===== config.mk =====
export PLATFORM = sky130hd
export DESIGN_NAME = round_robin_ready_queue
export DESIGN_NICKNAME = d
export VERILOG_FILES = /design/src/sv/rrq_pkg.sv /design/src/sv/round_robin_ready_queue.sv /design/src/sv/rrq_front.sv /design/src/sv/rrq_cmd_fifo.sv /design/src/sv/rrq_back.sv
export SDC_FILE = /design/constraint.sdc
export NUM_CORES = 1
export LEC_CHECK = 0
export ABC_AREA = 0
export BUFFER_PORTS_ARGS = -buffer_cell sky130_fd_sc_hd__buf_2
export CAP_MARGIN = 20
export CELL_PAD_IN_SITES_DETAIL_PLACEMENT = 0
export CELL_PAD_IN_SITES_GLOBAL_PLACEMENT = 1
export CORE_MARGIN = 5
export CORE_UTILIZATION = 30
export DETAILED_ROUTE_END_ITERATION = 16
export PLACE_DENSITY_LB_ADDON = 0.1
export RECOVER_POWER = 25
export SLEW_MARGIN = 25
export SYNTH_ARGS = -nofsm -noshare
export SYNTH_HDL_FRONTEND = slang
export SYNTH_SLANG_ARGS = --single-unit

===== constraint.sdc =====
create_clock -name aclk -period 11.95 [get_ports aclk]
set_input_delay 0.5975 -clock aclk [delete_from_list [all_inputs] [get_ports aclk]]
set_output_delay 0.5975 -clock aclk [all_outputs]
set_load 0.05 [all_outputs]

===== src/sv/rrq_pkg.sv =====
// Shared types and constants of the round-robin ready queue.
`default_nettype none

package rrq_pkg;

    localparam int ID_W        = 3;
    localparam int ID_COUNT    = 8;
    localparam int REGS_W      = 24;
    localparam int OUT_ADDR_W  = 21;
    localparam int COUNT_OUT_W = 4;
    localparam int FIFO_DEPTH  = 2;

    typedef enum logic [1:0] {
        ACT_LOAD     = 2'd0,
        ACT_UNLOAD   = 2'd1,
        ACT_EXPIRE   = 2'd2,
        ACT_DISPATCH = 2'd3
    } action_t;

    typedef enum logic [2:0] {
        ERR_OK       = 3'd0,
        ERR_LOADED   = 3'd1,
        ERR_ABSENT   = 3'd2,
        ERR_FULL     = 3'd3,
        ERR_EMPTY    = 3'd4,
        ERR_RESERVED = 3'd5
    } err_t;

    typedef enum logic [2:0] {
        OP_LOAD,
        OP_UNLOAD,
        OP_EXPIRE,
        OP_DISPATCH,
        OP_REJECT
    } op_t;

    typedef enum logic [1:0] {
        TS_UNLOADED = 2'd0,
        TS_FRESH    = 2'd1,
        TS_RUNNING  = 2'd2
    } tstate_t;

    typedef enum logic [2:0] {
        BK_IDLE,
        BK_EXEC,
        BK_SCAN_RD,
        BK_SCAN_CHK,
        BK_HEAD_RD,
        BK_HEAD_WAIT,
        BK_DONE
    } back_state_t;

    typedef struct packed {
        op_t               op;
        logic [ID_W-1:0]   id;
        logic [REGS_W-1:0] regs;
    } cmd_t;

endpackage

`default_nettype wire


===== src/sv/round_robin_ready_queue.sv =====
// Top level of the round-robin ready queue task scheduler.
//
//   channel | ports        | moves
//   --------+--------------+------------------------------------------------
//   input   | s_valid/ready| action, process id and preempted context
//   result  | m_valid/ready| error, head, dispatch context, loaded count
//
// Items pass a front register and a two-entry command queue. Load, reject, dispatch
// and every error go from execute to done; an expiry rereads the head; an unload
// reads each queued entry, shifts those past the match toward the head and rereads
// the head unless it empties the queue. The back starts an item only once the
// previous result has been taken; the front keeps accepting until the command
// queue fills. Reset is synchronous and clears the queue count and all task states.
`default_nettype none

module round_robin_ready_queue
    import rrq_pkg::*;
#(
    parameter int MAX_TASKS    = 8,
    parameter int ADDRESS_BITS = 21
) (
    input  wire logic                   aclk,
    input  wire logic                   aresetn,
    input  wire logic                   s_valid,
    output logic                        s_ready,
    input  wire logic [1:0]             s_action,
    input  wire logic [ID_W-1:0]        s_process_id,
    input  wire logic [OUT_ADDR_W-1:0]  s_saved_address,
    input  wire logic [7:0]             s_saved_wreg,
    input  wire logic [7:0]             s_saved_status,
    input  wire logic [7:0]             s_saved_bank,
    output logic                        m_valid,
    input  wire logic                   m_ready,
    output logic [2:0]                  m_error,
    output logic                        m_head_valid,
    output logic [ID_W-1:0]             m_head_process,
    output logic                        m_fresh_start,
    output logic [OUT_ADDR_W-1:0]       m_resume_address,
    output logic [7:0]                  m_resume_wreg,
    output logic [7:0]                  m_resume_status,
    output logic [7:0]                  m_resume_bank,
    output logic [COUNT_OUT_W-1:0]      m_loaded_count
);

    localparam int CMD_W = $bits(cmd_t) + ADDRESS_BITS;

    logic                    push_valid;
    logic                    push_ready;
    cmd_t                    push_cmd;
    logic [ADDRESS_BITS-1:0] push_addr;
    logic                    pop_valid;
    logic                    pop;
    logic [CMD_W-1:0]        pop_data;
    cmd_t                    pop_cmd;
    logic [ADDRESS_BITS-1:0] pop_addr;

    assign pop_cmd  = cmd_t'(pop_data[CMD_W-1:ADDRESS_BITS]);
    assign pop_addr = pop_data[ADDRESS_BITS-1:0];

    rrq_front #(
        .MAX_TASKS    (MAX_TASKS),
        .ADDRESS_BITS (ADDRESS_BITS)
    ) u_front (
        .aclk            (aclk),
        .aresetn         (aresetn),
        .s_valid         (s_valid),
        .s_ready         (s_ready),
        .s_action        (s_action),
        .s_process_id    (s_process_id),
        .s_saved_address (s_saved_address),
        .s_saved_wreg    (s_saved_wreg),
        .s_saved_status  (s_saved_status),
        .s_saved_bank    (s_saved_bank),
        .push_valid      (push_valid),
        .push_ready      (push_ready),
        .push_cmd        (push_cmd),
        .push_addr       (push_addr)
    );

    rrq_cmd_fifo #(
        .WIDTH (CMD_W)
    ) u_fifo (
        .aclk       (aclk),
        .aresetn    (aresetn),
        .push_valid (push_valid),
        .push_ready (push_ready),
        .push_data  ({push_cmd, push_addr}),
        .pop_valid  (pop_valid),
        .pop        (pop),
        .pop_data   (pop_data)
    );

    rrq_back #(
        .MAX_TASKS    (MAX_TASKS),
        .ADDRESS_BITS (ADDRESS_BITS)
    ) u_back (
        .aclk             (aclk),
        .aresetn          (aresetn),
        .cmd_valid        (pop_valid),
        .cmd_pop          (pop),
        .cmd              (pop_cmd),
        .cmd_addr         (pop_addr),
        .m_valid          (m_valid),
        .m_ready          (m_ready),
        .m_error          (m_error),
        .m_head_valid     (m_head_valid),
        .m_head_process   (m_head_process),
        .m_fresh_start    (m_fresh_start),
        .m_resume_address (m_resume_address),
        .m_resume_wreg    (m_resume_wreg),
        .m_resume_status  (m_resume_status),
        .m_resume_bank    (m_resume_bank),
        .m_loaded_count   (m_loaded_count)
    );

endmodule

`default_nettype wire


===== src/sv/rrq_front.sv =====
// Input stage: accepts items and classifies them into scheduler commands.
`default_nettype none

module rrq_front
    import rrq_pkg::*;
#(
    parameter int MAX_TASKS    = 8,
    parameter int ADDRESS_BITS = 21
) (
    input  wire logic                    aclk,
    input  wire logic                    aresetn,
    input  wire logic                    s_valid,
    output logic                         s_ready,
    input  wire logic [1:0]              s_action,
    input  wire logic [ID_W-1:0]         s_process_id,
    input  wire logic [OUT_ADDR_W-1:0]   s_saved_address,
    input  wire logic [7:0]              s_saved_wreg,
    input  wire logic [7:0]              s_saved_status,
    input  wire logic [7:0]              s_saved_bank,
    output logic                         push_valid,
    input  wire logic                    push_ready,
    output cmd_t                         push_cmd,
    output logic [ADDRESS_BITS-1:0]      push_addr
);

    localparam int COPY_W = (ADDRESS_BITS < OUT_ADDR_W) ? ADDRESS_BITS : OUT_ADDR_W;

    logic                    hold_valid_reg;
    logic                    hold_valid_next;
    cmd_t                    cmd_reg;
    cmd_t                    cmd_next;
    logic [ADDRESS_BITS-1:0] addr_reg;
    logic [ADDRESS_BITS-1:0] addr_next;
    logic                    accept;
    logic                    reserved;

    assign s_ready    = !hold_valid_reg || push_ready;
    assign accept     = s_valid && s_ready;
    assign push_valid = hold_valid_reg;
    assign push_cmd   = cmd_reg;
    assign push_addr  = addr_reg;

    always_comb begin
        hold_valid_next = accept || (hold_valid_reg && !push_ready);
        reserved = (s_process_id == '0) || (int'(s_process_id) >= MAX_TASKS);

        cmd_next      = cmd_reg;
        addr_next     = addr_reg;
        if (accept) begin
            cmd_next.id   = s_process_id;
            cmd_next.regs = {s_saved_bank, s_saved_status, s_saved_wreg};
            addr_next     = '0;
            addr_next[COPY_W-1:0] = s_saved_address[COPY_W-1:0];
            unique case (action_t'(s_action))
                ACT_LOAD:     cmd_next.op = reserved ? OP_REJECT : OP_LOAD;
                ACT_UNLOAD:   cmd_next.op = reserved ? OP_REJECT : OP_UNLOAD;
                ACT_EXPIRE:   cmd_next.op = OP_EXPIRE;
                ACT_DISPATCH: cmd_next.op = OP_DISPATCH;
                default:      cmd_next.op = OP_DISPATCH;
            endcase
        end
    end

    always_ff @(posedge aclk) begin
        if (!aresetn) begin
            hold_valid_reg <= 1'b0;
        end else begin
            hold_valid_reg <= hold_valid_next;
        end
        cmd_reg  <= cmd_next;
        addr_reg <= addr_next;
    end

endmodule

`default_nettype wire


===== src/sv/rrq_cmd_fifo.sv =====
// Short command queue between the classifying front and the executing back.
`default_nettype none

module rrq_cmd_fifo
    import rrq_pkg::*;
#(
    parameter int WIDTH = 32
) (
    input  wire logic             aclk,
    input  wire logic             aresetn,
    input  wire logic             push_valid,
    output logic                  push_ready,
    input  wire logic [WIDTH-1:0] push_data,
    output logic                  pop_valid,
    input  wire logic             pop,
    output logic [WIDTH-1:0]      pop_data
);

    localparam int PTR_W = (FIFO_DEPTH > 1) ? $clog2(FIFO_DEPTH) : 1;
    localparam int CNT_W = $clog2(FIFO_DEPTH + 1);
    localparam logic [PTR_W-1:0] LAST = PTR_W'(FIFO_DEPTH - 1);
    localparam logic [CNT_W-1:0] FULL = CNT_W'(FIFO_DEPTH);

    logic [WIDTH-1:0] slots [FIFO_DEPTH];
    logic [PTR_W-1:0] wr_ptr_reg;
    logic [PTR_W-1:0] wr_ptr_next;
    logic [PTR_W-1:0] rd_ptr_reg;
    logic [PTR_W-1:0] rd_ptr_next;
    logic [CNT_W-1:0] count_reg;
    logic [CNT_W-1:0] count_next;
    logic             do_push;
    logic             do_pop;

    assign push_ready = (count_reg != FULL);
    assign pop_valid  = (count_reg != '0);
    assign pop_data   = slots[rd_ptr_reg];
    assign do_push    = push_valid && push_ready;
    assign do_pop     = pop && pop_valid;

    always_comb begin
        wr_ptr_next = wr_ptr_reg;
        rd_ptr_next = rd_ptr_reg;
        count_next  = count_reg;
        if (do_push) begin
            wr_ptr_next = (wr_ptr_reg == LAST) ? '0 : wr_ptr_reg + 1'b1;
        end
        if (do_pop) begin
            rd_ptr_next = (rd_ptr_reg == LAST) ? '0 : rd_ptr_reg + 1'b1;
        end
        if (do_push && !do_pop) begin
            count_next = count_reg + 1'b1;
        end else if (do_pop && !do_push) begin
            count_next = count_reg - 1'b1;
        end
    end

    always_ff @(posedge aclk) begin
        if (!aresetn) begin
            wr_ptr_reg <= '0;
            rd_ptr_reg <= '0;
            count_reg  <= '0;
        end else begin
            wr_ptr_reg <= wr_ptr_next;
            rd_ptr_reg <= rd_ptr_next;
            count_reg  <= count_next;
        end
        if (do_push) begin
            slots[wr_ptr_reg] <= push_data;
        end
    end

endmodule

`default_nettype wire


===== src/sv/rrq_back.sv =====
// Executing stage: ready queue memory, task states, context slots and result register.
`default_nettype none

module rrq_back
    import rrq_pkg::*;
#(
    parameter int MAX_TASKS    = 8,
    parameter int ADDRESS_BITS = 21
) (
    input  wire logic                    aclk,
    input  wire logic                    aresetn,
    input  wire logic                    cmd_valid,
    output logic                         cmd_pop,
    input  wire cmd_t                    cmd,
    input  wire logic [ADDRESS_BITS-1:0] cmd_addr,
    output logic                         m_valid,
    input  wire logic                    m_ready,
    output logic [2:0]                   m_error,
    output logic                         m_head_valid,
    output logic [ID_W-1:0]              m_head_process,
    output logic                         m_fresh_start,
    output logic [OUT_ADDR_W-1:0]        m_resume_address,
    output logic [7:0]                   m_resume_wreg,
    output logic [7:0]                   m_resume_status,
    output logic [7:0]                   m_resume_bank,
    output logic [COUNT_OUT_W-1:0]       m_loaded_count
);

    localparam int PW     = $clog2(MAX_TASKS);
    localparam int CW     = $clog2(MAX_TASKS + 1);
    localparam int CTX_W  = ADDRESS_BITS + REGS_W;
    localparam int COPY_A = (ADDRESS_BITS < OUT_ADDR_W) ? ADDRESS_BITS : OUT_ADDR_W;
    localparam int COPY_C = (CW < COUNT_OUT_W) ? CW : COUNT_OUT_W;
    localparam logic [PW-1:0] LAST_POS = PW'(MAX_TASKS - 1);
    localparam logic [PW:0]   MAX_P    = (PW + 1)'(MAX_TASKS);
    localparam logic [CW-1:0] MAX_C    = CW'(MAX_TASKS);

    // Queue and context storage
    logic [ID_W-1:0]  queue_mem [MAX_TASKS];
    logic [CTX_W-1:0] ctx_mem   [ID_COUNT];
    logic [ID_W-1:0]  q_rd_reg;
    logic [CTX_W-1:0] ctx_rd_reg;
    logic             q_wr_en;
    logic [PW-1:0]    q_wr_addr;
    logic [ID_W-1:0]  q_wr_data;
    logic [PW-1:0]    q_rd_addr;
    logic             ctx_wr_en;

    back_state_t             state_reg;
    back_state_t             state_next;
    cmd_t                    cmd_reg;
    cmd_t                    cmd_next;
    logic [ADDRESS_BITS-1:0] addr_reg;
    logic [ADDRESS_BITS-1:0] addr_next;
    logic [CW-1:0]           count_reg;
    logic [CW-1:0]           count_next;
    logic [PW-1:0]           head_ptr_reg;
    logic [PW-1:0]           head_ptr_next;
    logic [ID_W-1:0]         head_id_reg;
    logic [ID_W-1:0]         head_id_next;
    tstate_t                 task_state_reg  [ID_COUNT];
    tstate_t                 task_state_next [ID_COUNT];
    logic [PW-1:0]           pos_reg;
    logic [PW-1:0]           pos_next;
    logic [PW-1:0]           prev_pos_reg;
    logic [PW-1:0]           prev_pos_next;
    logic [CW-1:0]           scan_k_reg;
    logic [CW-1:0]           scan_k_next;
    logic                    found_reg;
    logic                    found_next;
    err_t                    err_reg;
    err_t                    err_next;
    logic                    fresh_reg;
    logic                    fresh_next;
    logic                    use_ctx_reg;
    logic                    use_ctx_next;
    logic                    m_valid_reg;
    logic                    m_valid_next;

    logic [2:0]              out_error_reg;
    logic                    out_head_valid_reg;
    logic [ID_W-1:0]         out_head_process_reg;
    logic                    out_fresh_reg;
    logic [OUT_ADDR_W-1:0]   out_addr_reg;
    logic [REGS_W-1:0]       out_regs_reg;
    logic [COUNT_OUT_W-1:0]  out_count_reg;
    logic [OUT_ADDR_W-1:0]   out_addr_next;
    logic [COUNT_OUT_W-1:0]  out_count_next;
    logic                    load_out;

    logic [PW:0]             tail_sum;
    logic [PW-1:0]           tail_pos;
    logic [PW-1:0]           head_inc;
    logic [PW-1:0]           pos_inc;
    logic [ADDRESS_BITS-1:0] ctx_addr;

    assign tail_sum = (PW + 1)'(head_ptr_reg) + (PW + 1)'(count_reg);
    assign tail_pos = (tail_sum >= MAX_P) ? PW'(tail_sum - MAX_P) : PW'(tail_sum);
    assign head_inc = (head_ptr_reg == LAST_POS) ? '0 : head_ptr_reg + 1'b1;
    assign pos_inc  = (pos_reg == LAST_POS) ? '0 : pos_reg + 1'b1;
    assign ctx_addr = ctx_rd_reg[CTX_W-1:REGS_W];

    always_comb begin
        state_next    = state_reg;
        cmd_next      = cmd_reg;
        addr_next     = addr_reg;
        count_next    = count_reg;
        head_ptr_next = head_ptr_reg;
        head_id_next  = head_id_reg;
        pos_next      = pos_reg;
        prev_pos_next = prev_pos_reg;
        scan_k_next   = scan_k_reg;
        found_next    = found_reg;
        err_next      = err_reg;
        fresh_next    = fresh_reg;
        use_ctx_next  = use_ctx_reg;
        m_valid_next  = m_valid_reg && !m_ready;
        for (int i = 0; i < ID_COUNT; i++) begin
            task_state_next[i] = task_state_reg[i];
        end
        cmd_pop   = 1'b0;
        q_wr_en   = 1'b0;
        q_wr_addr = tail_pos;
        q_wr_data = cmd_reg.id;
        q_rd_addr = head_ptr_reg;
        ctx_wr_en = 1'b0;
        load_out  = 1'b0;

        unique case (state_reg)
            BK_IDLE: begin
                // Start only with the result register free
                if (cmd_valid && !m_valid_reg) begin
                    cmd_pop      = 1'b1;
                    cmd_next     = cmd;
                    addr_next    = cmd_addr;
                    err_next     = ERR_OK;
                    fresh_next   = 1'b0;
                    use_ctx_next = 1'b0;
                    state_next   = BK_EXEC;
                end
            end
            BK_EXEC: begin
                state_next = BK_DONE;
                unique case (cmd_reg.op)
                    OP_REJECT: begin
                        err_next = ERR_RESERVED;
                    end
                    OP_LOAD: begin
                        // A task is queued exactly when its state is not unloaded
                        if (task_state_reg[cmd_reg.id] != TS_UNLOADED) begin
                            err_next = ERR_LOADED;
                        end else if (count_reg == MAX_C) begin
                            err_next = ERR_FULL;
                        end else begin
                            q_wr_en    = 1'b1;
                            q_wr_addr  = tail_pos;
                            q_wr_data  = cmd_reg.id;
                            count_next = count_reg + 1'b1;
                            task_state_next[cmd_reg.id] = TS_FRESH;
                            if (count_reg == '0) begin
                                head_id_next = cmd_reg.id;
                            end
                        end
                    end
                    OP_UNLOAD: begin
                        if (task_state_reg[cmd_reg.id] == TS_UNLOADED) begin
                            err_next = ERR_ABSENT;
                        end else begin
                            task_state_next[cmd_reg.id] = TS_UNLOADED;
                            pos_next    = head_ptr_reg;
                            scan_k_next = '0;
                            found_next  = 1'b0;
                            state_next  = BK_SCAN_RD;
                        end
                    end
                    OP_EXPIRE: begin
                        if (count_reg == '0) begin
                            err_next = ERR_EMPTY;
                        end else begin
                            // Save context, append head at the tail, advance head
                            ctx_wr_en     = 1'b1;
                            q_wr_en       = 1'b1;
                            q_wr_addr     = tail_pos;
                            q_wr_data     = head_id_reg;
                            head_ptr_next = head_inc;
                            state_next    = BK_HEAD_RD;
                        end
                    end
                    OP_DISPATCH: begin
                        if (count_reg == '0) begin
                            err_next = ERR_EMPTY;
                        end else if (task_state_reg[head_id_reg] == TS_RUNNING) begin
                            use_ctx_next = 1'b1;
                        end else begin
                            fresh_next = 1'b1;
                            task_state_next[head_id_reg] = TS_RUNNING;
                        end
                    end
                    default: begin
                        err_next = ERR_RESERVED;
                    end
                endcase
            end
            BK_SCAN_RD: begin
                q_rd_addr  = pos_reg;
                state_next = BK_SCAN_CHK;
            end
            BK_SCAN_CHK: begin
                // Past the match, shift each entry one place toward the head
                if (found_reg) begin
                    q_wr_en   = 1'b1;
                    q_wr_addr = prev_pos_reg;
                    q_wr_data = q_rd_reg;
                end
                found_next    = found_reg || (q_rd_reg == cmd_reg.id);
                prev_pos_next = pos_reg;
                pos_next      = pos_inc;
                scan_k_next   = scan_k_reg + 1'b1;
                if (scan_k_reg + 1'b1 == count_reg) begin
                    count_next = count_reg - 1'b1;
                    state_next = (count_reg == CW'(1)) ? BK_DONE : BK_HEAD_RD;
                end else begin
                    state_next = BK_SCAN_RD;
                end
            end
            BK_HEAD_RD: begin
                q_rd_addr  = head_ptr_reg;
                state_next = BK_HEAD_WAIT;
            end
            BK_HEAD_WAIT: begin
                head_id_next = q_rd_reg;
                state_next   = BK_DONE;
            end
            BK_DONE: begin
                load_out     = 1'b1;
                m_valid_next = 1'b1;
                state_next   = BK_IDLE;
            end
            default: begin
                state_next = BK_IDLE;
            end
        endcase

        out_addr_next = '0;
        if (use_ctx_reg) begin
            out_addr_next[COPY_A-1:0] = ctx_addr[COPY_A-1:0];
        end
        out_count_next = '0;
        out_count_next[COPY_C-1:0] = count_reg[COPY_C-1:0];
    end

    always_ff @(posedge aclk) begin
        if (!aresetn) begin
            state_reg    <= BK_IDLE;
            count_reg    <= '0;
            head_ptr_reg <= '0;
            m_valid_reg  <= 1'b0;
            for (int i = 0; i < ID_COUNT; i++) begin
                task_state_reg[i] <= TS_UNLOADED;
            end
        end else begin
            state_reg    <= state_next;
            count_reg    <= count_next;
            head_ptr_reg <= head_ptr_next;
            m_valid_reg  <= m_valid_next;
            for (int i = 0; i < ID_COUNT; i++) begin
                task_state_reg[i] <= task_state_next[i];
            end
        end
        cmd_reg      <= cmd_next;
        addr_reg     <= addr_next;
        head_id_reg  <= head_id_next;
        pos_reg      <= pos_next;
        prev_pos_reg <= prev_pos_next;
        scan_k_reg   <= scan_k_next;
        found_reg    <= found_next;
        err_reg      <= err_next;
        fresh_reg    <= fresh_next;
        use_ctx_reg  <= use_ctx_next;
        if (load_out) begin
            out_error_reg        <= err_reg;
            out_head_valid_reg   <= (count_reg != '0);
            out_head_process_reg <= (count_reg != '0) ? head_id_reg : '0;
            out_fresh_reg        <= fresh_reg;
            out_addr_reg         <= out_addr_next;
            out_regs_reg         <= use_ctx_reg ? ctx_rd_reg[REGS_W-1:0] : '0;
            out_count_reg        <= out_count_next;
        end
    end

    // Queue memory: one write port, one registered read port
    always_ff @(posedge aclk) begin
        if (q_wr_en) begin
            queue_mem[q_wr_addr] <= q_wr_data;
        end
        q_rd_reg <= queue_mem[q_rd_addr];
    end

    // Context slots, indexed by task id
    always_ff @(posedge aclk) begin
        if (ctx_wr_en) begin
            ctx_mem[head_id_reg] <= {addr_reg, cmd_reg.regs};
        end
        ctx_rd_reg <= ctx_mem[head_id_reg];
    end

    assign m_valid          = m_valid_reg;
    assign m_error          = out_error_reg;
    assign m_head_valid     = out_head_valid_reg;
    assign m_head_process   = out_head_process_reg;
    assign m_fresh_start    = out_fresh_reg;
    assign m_resume_address = out_addr_reg;
    assign m_resume_wreg    = out_regs_reg[7:0];
    assign m_resume_status  = out_regs_reg[15:8];
    assign m_resume_bank    = out_regs_reg[23:16];
    assign m_loaded_count   = out_count_reg;

endmodule

`default_nettype wire


==> reports/qor.yml, run 1 <==
final_layout:
  drive_gt1_frac: 0.2115
  final_core_util: 0.3593
  synthToLayoutAreaGrowth_pct: 18.73
  largest_register_ffs: 360
  layout.nets: 1708
  finalInstanceArea_um2: 31750
global_routing:
  grt-ovfl-total: 0
  gr-usage-all-layers: 0.1351
  use_met3: 0.02369
  grt_pass1_wl_um: 96260
  antenna_found_initial: 3
  grt.busiest_layer: "met2"
  use_met2: 0.2314
  grt_pass1_vias: 14670
  met1_usage: 0.1771
  grt_max_degree: 54
logic_synthesis:
  synth_cell_types: 63
  synth_top_cell_by_area: "edfxtp_1"
  syn_area_per_cell_um2: 17.94
  synthCells: 1491
  yosysSeqAreaShare: 0.8077
  syn_nets: 1557
  ys_ff_latch: 747
  synth.most_common_cell: "edfxtp_1"
  synthesis.area_um2: 26740
  synth_top_area_frac: 0.7456
  synth_ff_type: "edfxtp_1"
  ys_top_cells_by_area: "edfxtp_1 75%, dfxtp_1 6.2%, a22oi_1 5.2%"
  synth_edf_count: 664
  synth_commonest_cells: "664 x edfxtp_1, 184 x a22oi_1, 83 x dfxtp_1"
  async_flop_share: 0
  yosysWarningCount: 0
timing:
  max_freq_mhz: 294.1
  hold_slack_ns: 0.1240
  final_max_slew_viol_count: 0
  setup_violations: 0
  finalCriticalPeriod_ns: 3.401
  layout_setup_ws_ns: 8.549
  relSlewSlack: 0.3567
  period_share: 0.2846
  fin_skew_ns: 0.03020
  worstMarginPinSlew_ns: 0.9549
  rsz0062_at_grt: "no"
  fin_tns_setup_ns: 0
  finalHoldViolCount: 0
clocking:
  numCtsBuffers: 86
  cts.sinks: 747
  cts-root-buf: "clkbuf_16"
  cts_setup_buffers: 0
  ctsResizeCount: 0
  cts_hold_buf: 0
  cts_max_level: 3
  clock_latency_ns: 0.64
  cts_buffer_depth: 3
  clk_transition_reported_paths_ns: 0.06
  cts_tree: "done"
route:
  route.final.wire_length_um: 64850
  vias: 13510
  first_iter_violations: 746
  wl_per_cell_um: 22.50
  firstDrtPassIters: 5
  drc: 0
  routed_via_density: 4.688
  ant_nets: 0
setup_path:
  timing_worst_setup_path_type: "register to register"
  crit_path_start_kind: "register"
  end_kind: "register"
  cp.arrival_ns: 3.65
  worst-path-max-fanout: 45
  cp.required_ns: 12.20
power_and_ir_drop:
  ir_drop_mv: 0.1126
  p_sw_w: 0.001741
  power.internal_w: 0.005156
  netSwitchingFraction: 0.2524
  p_leak_nw: 10.26
  seqPwrFrac: 0.500
  clkPwrFrac: 0.397
  power_density_nw_per_um2: 217.2
  power_frac_comb: 0.103
floorplan:
  die_area_um2: 95210
  rows: 109
  core_area_um2: 88370
  start_util: 0.3026
  num_io_pins: 113
  chipWidth_um: 308.6
  die_height_um: 308.6
placed_design:
  place_area_um2: 28750
  place.gp.congestion: 0.7823
  place_hpwl_um: 34890
  portBuffers: 112
  dp_slack_ns: 8.488
min_path:
  hold_class: "primary input to register"
outcome:
  status: "finished clean"
job:
  cap_violations: 0
==> layout make-up <==
| cell class | instances | area, um^2 |
|---|---|---|
| diodes | 1 | 2.502 |
| clock buffers | 128 | 2421 |
| clock inverters | 34 | 586.8 |
| fillers | 8332 | 56620 |
| inverters | 21 | 80.08 |
| multi-input cells | 651 | 4873 |
| flip-flops and latches | 747 | 21600 |
| well taps | 1165 | 1458 |
| repair buffers | 135 | 725.7 |
==> power by group through the flow <==
| stage | Sequential (W) | Clock (W) | Combinational, W |
|---|---|---|---|
| 6_report | 0.00345 | 0.00274 | 0.000709 |
| 5_1_grt | 0.00348 | 0.00294 | 0.000788 |
| 4_1_cts | 0.00346 | 0.00283 | 0.000742 |
| 3_5_place_dp | 0.00351 | 0 | 0.000738 |
| 3_3_place_gp | 0.00350 | 0 | 0.000743 |
| 2_1_floorplan | 0.00341 | 0 | 0.000492 |
==> cells by family (layout without fill, tap and decap cells) <==
kind of cell,after synthesis,in the layout,synth area share
other,0,1,0
AND/OR/NAND/NOR,279,279,0.05746
XOR/XNOR,18,18,0.005895
buffers and inverters,93,318,0.01408
multiplexers,74,74,0.03570
flip-flops,747,747,0.8077
AO/OA/AOI/OAI,268,268,0.07322
adder cells (fa/ha/maj),12,12,0.005895
==> final timing paths <==
kind / slack [ns] / from / to / cells after the start
worst min-delay path: 0.12 / s_saved_bank[0] / u_front.push_cmd[16]$_DFFE_PP_ / 1
worst min register to register: 0.42 / u_back.err_reg[2]$_SDFFCE_PN0P_ / u_back.m_error[2]$_DFFE_PP_ / 0
worst max register to register: 8.55 / u_back.count_reg[0]$_SDFFE_PN0P_ / u_back.ctx_mem[0][29]$_DFFE_PP_ / 8
worst max-delay path: 8.55 / u_back.count_reg[0]$_SDFFE_PN0P_ / u_back.ctx_mem[0][29]$_DFFE_PP_ / 8
==> through the flow <==
stage	std cells	power (W)
6_report	2882	0.006896
5_1_grt	2881	0.007215
4_1_cts	2881	0.007033
3_5_place_dp	2719	0.004247
3_3_place_gp	2719	0.004244
2_1_floorplan	1491	0.003901
==> metal layers <==
layer / wire length, um / share of wire
met1: 28700 / 0.44
met2: 32330 / 0.50
met3: 2439 / 0.038
met4: 1373 / 0.021
met5: 0 / 0
==> cells in the final DEF, fill, tap and decap left out, types with 7 or more instances in the layout <==
| cell | instances |
|---|---|
| nand3_1 | 13 |
| mux2_2 | 56 |
| nor3_1 | 7 |
| ha_1 | 11 |
| nand2_1 | 33 |
| o21ai_0 | 16 |
| or3_1 | 7 |
| a21oi_1 | 19 |
| a22oi_1 | 184 |
| buf_2 | 106 |
| clkbuf_1 | 38 |
| inv_1 | 20 |
| and2_1 | 46 |
| clkbuf_8 | 9 |
| nor2_1 | 58 |
| o21a_1 | 7 |
| clkbuf_16 | 87 |
| nor2_4 | 8 |
| xnor2_1 | 12 |
| buf_4 | 23 |
| o22ai_1 | 12 |
| nor4_1 | 11 |
| edfxtp_1 | 664 |
| bufinv_16 | 12 |
| clkinv_2 | 8 |
| dfxtp_1 | 82 |
| nand4_1 | 47 |
| mux4_2 | 8 |
==> critical path, cell delays in order, from the launching register on <==
cell	delay, ns
dfxtp_1	0.49
inv_1	0.14
ha_1	0.23
nor3b_1	0.14
buf_4	0.19
or2_1	0.31
or2_1	0.54
nor4_2	0.26
buf_4	0.68
(Power assumes the default switching activity.)
==> run 2: changes to the inputs <==
==> constraint.sdc (replaced) <==
create_clock -name aclk -period 3.02 [get_ports aclk]
set_input_delay 0.151 -clock aclk [delete_from_list [all_inputs] [get_ports aclk]]
set_output_delay 0.151 -clock aclk [all_outputs]
set_load 0.05 [all_outputs]
==> run 2 against run 1 <==
Non-clock buffer count grew 96; die area is the same; global-route usage grew 0.35 points.
==> reports/qor.yml, run 2 (same netlist as run 1, synthesis figures left out) <==
placed_design:
  portBuffers: 112  # unchanged
  place_hpwl_um: 39460  # +13%
  place_area_um2: 29370  # +2.2%
  dp_cells: 2758  # +1.4%
  place.gp.congestion: 0.7469  # -4.5%
power_and_ir_drop:
  power_density_nw_per_um2: 820.2  # +280%
  p_leak_nw: 10.68  # +4.1%
  ir_drop_mv: 0.3815  # +240%
final_layout:
  register_area_um2: 21610  # about the same
  mostFrequentLayoutCells: "664 x edfxtp_1, 184 x a22oi_1, 104 x buf_2, 85 x clkbuf_16, 80 x dfxtp_1"
  drive_gt1_frac: 0.2238  # +0.01223
  largest_register_ffs: 360  # unchanged
  synthToLayoutAreaGrowth_pct: 22.27
  stdcell_count: 2966  # +2.9%
  finalInstanceArea_um2: 32700  # +3.0%
  layout.nets: 1802  # +5.5%
  fill_cells: 8163  # -2.0%
  final_core_util: 0.3700  # +0.01070
  multiInputGateArea_um2: 4897  # +0.49%
  n_antenna_cell: 0  # -1
  mostFrequentLayoutCell: "edfxtp_1"
setup_path:
  r2r_end: "u_back.ctx_mem[1][36]$_DFFE_PP_"
  r2r_cells: 9  # +1
  path_buf_inv: 4  # +1
  crit_slowest_cell: "nor2_4"
  end_kind: "register"
  slowest_delay_ns: 0.51  # -0.17 ns
  cp.arrival_ns: 3.19  # -0.46 ns
  rr_startpoint: "u_back.count_reg[1]$_SDFFE_PN0P_"
  crit_family: "simple AND/OR/NAND/NOR gates"
  worst-path-max-fanout: 13  # -71%
  worstPathCellList: "inv_2, ha_1, nor3b_1, buf_4, or2_1, or2_1, buf_4, nor2_4, buf_12"
  cp.required_ns: 3.34  # -8.86 ns
  timing_worst_setup_path_type: "register to register"
  reg2reg_slack_ns: 0.15  # -8.40 ns
  crit_path_start_kind: "register"
route:
  route.final.wire_length_um: 66530  # +2.6%
  first_iter_violations: 816  # +9.4%
  routed_via_density: 4.668  # -0.43%
  vias: 13850  # +2.5%
  ant_nets: 0  # unchanged
  wl_per_cell_um: 22.43  # -0.32%
  drc: 0  # unchanged
  firstDrtPassIters: 5  # unchanged
floorplan:
  rows: 109  # unchanged
  num_io_pins: 113  # unchanged
  chipWidth_um: 308.6  # unchanged
  core_area_um2: 88370  # unchanged
  start_util: 0.3026  # unchanged
  die_height_um: 308.6  # unchanged
  die_area_um2: 95210  # unchanged
global_routing:
  grt.busiest_layer: "met2"
  met1_usage: 0.1857  # +0.008595
  antenna_found_initial: 1  # -2
  grt_pass1_wl_um: 98560  # +2.4%
  grt_max_degree: 52  # -3.7%
  gr-usage-all-layers: 0.1386  # +0.003530
  use_met2: 0.2330  # +0.001599
  grt-ovfl-total: 0  # unchanged
  grt_pass1_vias: 14830  # +1.1%
  use_met3: 0.02225  # -0.001438
timing:
  finalCriticalPeriod_ns: 2.869  # -0.5316 ns
  rsz0062_at_grt: "no"
  final_max_slew_viol_count: 0  # unchanged
  max_freq_mhz: 348.5  # +19%
  finalHoldViolCount: 0  # unchanged
  setup_violations: 0  # unchanged
  worstMarginPinSlew_ns: 0.6872  # -0.2676 ns
  fin_skew_ns: 0.02155  # -0.008645 ns
  period_share: 0.9500  # +0.6654
  relSlewSlack: 0.5287  # +0.1720
clocking:
  cts-root-buf: "clkbuf_16"
  clk_transition_reported_paths_ns: 0.06  # about the same
  cts.sinks: 747  # unchanged
  clock_latency_ns: 0.63  # about the same
  cts_max_level: 3  # unchanged
  cts_tree: "done"
  numCtsBuffers: 84  # -2.3%
  cts_buffer_depth: 3  # unchanged
outcome:
  status: "finished clean"
min_path:
  min_path_cells: 2  # +1
  worstHoldStart: "s_saved_status[3]"
  hold_class: "primary input to register"
  whs_endpoint: "u_front.push_cmd[11]$_DFFE_PP_"
job:
  cap_violations: 0  # unchanged
-- run 2: cell count changes in the layout (fill, tap and decap cells not counted), sizes merged --
cell	before	now
buf	129	168
bufinv	12	5
clkbuf	134	127
clkinv	17	26
diode	1	0
dlygate4sd3	0	53
inv	23	21
-- run 2: worst max path at each step --
stage                                startpoint                               to  slack (ns)  cells after the start
2_1_floorplan      u_back.cmd_reg[29]$_DFFE_PP_   u_back.ctx_mem[0][0]$_DFFE_PP_       -0.47                      6
3_3_place_gp   u_back.count_reg[1]$_SDFFE_PN0P_  u_back.ctx_mem[4][14]$_DFFE_PP_        0.14                      9
3_5_place_dp   u_back.count_reg[1]$_SDFFE_PN0P_  u_back.ctx_mem[4][26]$_DFFE_PP_        0.11                      9
4_1_cts        u_back.count_reg[1]$_SDFFE_PN0P_  u_back.ctx_mem[4][21]$_DFFE_PP_        0.08                      9
5_1_grt        u_back.count_reg[1]$_SDFFE_PN0P_  u_back.ctx_mem[1][19]$_DFFE_PP_       0.003                      9
6_report       u_back.count_reg[1]$_SDFFE_PN0P_  u_back.ctx_mem[1][36]$_DFFE_PP_        0.15                      9
-- run 2: cell type report --
cell class / instances / area share
clock inverters: 34 / 0.01175
clock buffers: 117 / 0.07271
multi-input cells: 651 / 0.1498
well taps: 1165 / 0.04458
inverters: 21 / 0.002449
repair buffers: 231 / 0.05793
flip-flops and latches: 747 / 0.6608
-- run 2: metrics by stage --
stage	total power [W]	hold slack (ns)	setup TNS (ns)	setup WS (ns)
global route	0.02810	0.1910	0	0.003049
detailed placement	0.01706	0.3291	0	0.1114
CTS	0.02733	0.1696	0	0.07561
finish	0.02682	0.2256	0	0.1509
global placement	0.01705	0.3291	0	0.1353
floorplan	0.01542	0.2499	-55.45	-0.4727
-- run 2: worst register-to-register path: stages, from the launching register on --
cell	delay, ns
dfxtp_1	0.45
inv_2	0.11
ha_1	0.20
nor3b_1	0.14
buf_4	0.19
or2_1	0.24
or2_1	0.24
buf_4	0.23
nor2_4	0.52
buf_12	0.24
-- run 2: repair_timing --
item                                    in CTS  in global routing
hold buffers                                53                  0
resized for setup                            0                  0
setup buffers                                0                  4
endpoints found under the setup margin       0                 48
hold endpoints to repair                    67                  0
-- run 2: power by group --
group / switching (W) / internal (W)
Sequential: 0.000799 / 0.0128
Combinational: 0.00200 / 0.00116
Clock: 0.00411 / 0.00595
Total: 0.00691 / 0.0199
-- run 2: metal layers --
metal	share of wire	vias to the layer above
met5	0	-
met4	0.026	0
met3	0.034	111
met2	0.49	263
met1	0.45	7061
li1	-	6411
==> run 3: changes to the inputs <==
==> constraint.sdc (replaced) <==
create_clock -name aclk -period 3.22 [get_ports aclk]
set_input_delay 0.161 -clock aclk [delete_from_list [all_inputs] [get_ports aclk]]
set_output_delay 0.161 -clock aclk [all_outputs]
set_load 0.05 [all_outputs]
==> run 3 against run 2 <==
Register-to-register slack improved by 0.14 ns; count of clock-buffer cells in the layout did not move; routed wire length fell by 1.9%; sequential share of layout area rose by 0.33 points.
==> reports/qor.yml, run 3 (same netlist as run 1, synthesis figures left out) <==
timing:
  finalCriticalPeriod_ns: 2.930  # +0.06095 ns
  finalHoldViolCount: 0  # unchanged
  rsz0062_at_grt: "no"
  setup_violations: 0  # unchanged
  layout_setup_ws_ns: 0.2900  # +0.1390 ns
  max_freq_mhz: 341.3  # -2.1%
  worstMarginPinSlew_ns: 0.8810  # +0.1937 ns
  fin_tns_setup_ns: 0  # unchanged
  final_max_slew_viol_count: 0  # unchanged
  relSlewSlack: 0.4127  # -0.1160
  period_share: 0.9099  # -0.04008
  fin_skew_ns: 0.02248  # +0.0009246 ns
global_routing:
  grt_pass1_wl_um: 96810  # -1.8%
  gr-usage-all-layers: 0.1359  # -0.002650
  grt-ovfl-total: 0  # unchanged
  grt_max_degree: 53  # +1.9%
  antenna_found_initial: 4  # +3
  grt_pass1_vias: 14700  # -0.94%
setup_path:
  worstPathCellList: "inv_1, ha_1, nor3b_1, or2_1, or2_1, buf_4, nor2_4, buf_12"
  crit_path_start_kind: "register"
  slowest_delay_ns: 0.49  # -0.02 ns
  cp.arrival_ns: 3.24  # +0.05 ns
  cp.required_ns: 3.53  # +0.19 ns
  end_kind: "register"
  timing_worst_setup_path_type: "register to register"
  path_common_cell: "or2_1"
  crit_slowest_cell: "dfxtp_1"
  worst-path-max-fanout: 23  # +10
power_and_ir_drop:
  power_density_nw_per_um2: 774.1  # -5.6%
  ir_drop_mv: 0.3515  # -7.9%
  p_leak_nw: 10.61  # -0.60%
final_layout:
  multiInputGateArea_um2: 4897  # unchanged
  fill_cells: 8260  # +1.2%
  mostFrequentLayoutCells: "664 x edfxtp_1, 184 x a22oi_1, 98 x buf_2, 84 x clkbuf_16, 81 x dfxtp_1"
  mostFrequentLayoutCell: "edfxtp_1"
  largest_register_ffs: 360  # unchanged
  final_core_util: 0.3681  # -0.001855
  synthToLayoutAreaGrowth_pct: 21.66
  layout.nets: 1795  # -0.39%
  register_area_um2: 21610  # about the same
  drive_gt1_frac: 0.2148  # -0.008962
route:
  wl_met3_um: 2858  # +25%
  route.final.wire_length_um: 65280  # -1.9%
  top_layer: "met4"
  vias: 13910  # +0.43%
  routed_via_density: 4.693  # +0.53%
  first_iter_violations: 842  # +3.2%
  met2_length_um: 30670  # -5.7%
  ant_nets: 0  # unchanged
  wl_per_cell_um: 22.03  # -1.8%
  drc: 0  # unchanged
  wirelength_met1_um: 30210  # +0.84%
  firstDrtPassIters: 5  # unchanged
placed_design:
  portBuffers: 112  # unchanged
  place.gp.congestion: 0.7969  # +6.7%
  dp_slack_ns: 0.3953  # +0.2839 ns
  place_hpwl_um: 39300  # -0.41%
floorplan:
  num_io_pins: 113  # unchanged
  rows: 109  # unchanged
  chipWidth_um: 308.6  # unchanged
  die_height_um: 308.6  # unchanged
  die_area_um2: 95210  # unchanged
  start_util: 0.3026  # unchanged
  core_area_um2: 88370  # unchanged
clocking:
  clk_transition_reported_paths_ns: 0.06  # about the same
  cts_max_level: 3  # unchanged
  cts-root-buf: "clkbuf_16"
  cts_hold_buf: 53  # unchanged
  cts.sinks: 747  # unchanged
  cts_buffer_depth: 3  # unchanged
  numCtsBuffers: 82  # -2.4%
  ctsResizeCount: 0  # unchanged
  cts_tree: "done"
  clock_latency_ns: 0.62  # about the same
  cts_setup_buffers: 0  # unchanged
min_path:
  hold_class: "primary input to register"
job:
  cap_violations: 0  # unchanged
outcome:
  status: "finished clean"
-- run 3: cell types whose count changed in the layout (fill, tap and decap cells not counted), sizes merged --
| cell | previous run | this run |
|---|---|---|
| clkinvlp | 3 | 1 |
| diode | 0 | 1 |
| clkbuf | 127 | 132 |
| inv | 21 | 24 |
| clkinv | 26 | 21 |
| bufinv | 5 | 10 |
| buf | 168 | 158 |
-- run 3: worst max-delay path: cells and delay by family (launching register included) --
family                     cells  cell delay [ns]
adders and majority gates      1             0.23
and+or+nand+nor                4             1.21
DFF                            1             0.49
buffers and inverters          3             0.66
-- run 3: path summary, 6_finish.rpt --
path	start	end	slack, ns	cells past startpoint
hold reg to reg	u_front.push_addr[13]$_DFFE_PP_	u_fifo.slots[1][13]$_DFFE_PP_	0.45	0
hold / removal	s_saved_wreg[0]	u_front.push_cmd[0]$_DFFE_PP_	0.24	2
setup reg to reg	u_back.count_reg[0]$_SDFFE_PN0P_	u_back.ctx_mem[1][10]$_DFFE_PP_	0.29	8
setup / recovery	u_back.count_reg[0]$_SDFFE_PN0P_	u_back.ctx_mem[1][10]$_DFFE_PP_	0.29	8
-- run 3: where the power goes --
group / internal [W] / switching, W / leakage [nW]
registers: 0.0120 / 0.000883 / 6.75
clock network: 0.00579 / 0.00376 / 1.35
logic: 0.00105 / 0.00170 / 2.52
-- run 3: area by class of cell --
cell class              instances  share of cell area
multi-input cells             651              0.1505
clock inverters                35             0.01435
flip-flops and latches        747              0.6641
inverters                      21            0.002461
diodes                          1          0.00007692
clock buffers                 117             0.07057
repair buffers                226             0.05311
well taps                    1165             0.04480
-- run 3: metal layers --
| metal | GRT usage | up-vias |
|---|---|---|
| li1 | - | 6416 |
| met1 | 0.1881 | 7088 |
| met2 | 0.2212 | 305 |
| met3 | 0.02348 | 96 |
| met4 | 0.04175 | 0 |
| met5 | 0 | - |
-- run 3: per-stage QoR --
step	cell area, um^2	std cells	power [W]	hold slack, ns
floorplan	26810	1491	0.01446	0.2599
global placement	29260	2757	0.01587	0.3382
detailed placement	29260	2757	0.01589	0.3391
CTS	32550	2962	0.02563	0.1865
global route	32530	2962	0.02637	0.2034
finish	32530	2963	0.02519	0.2404
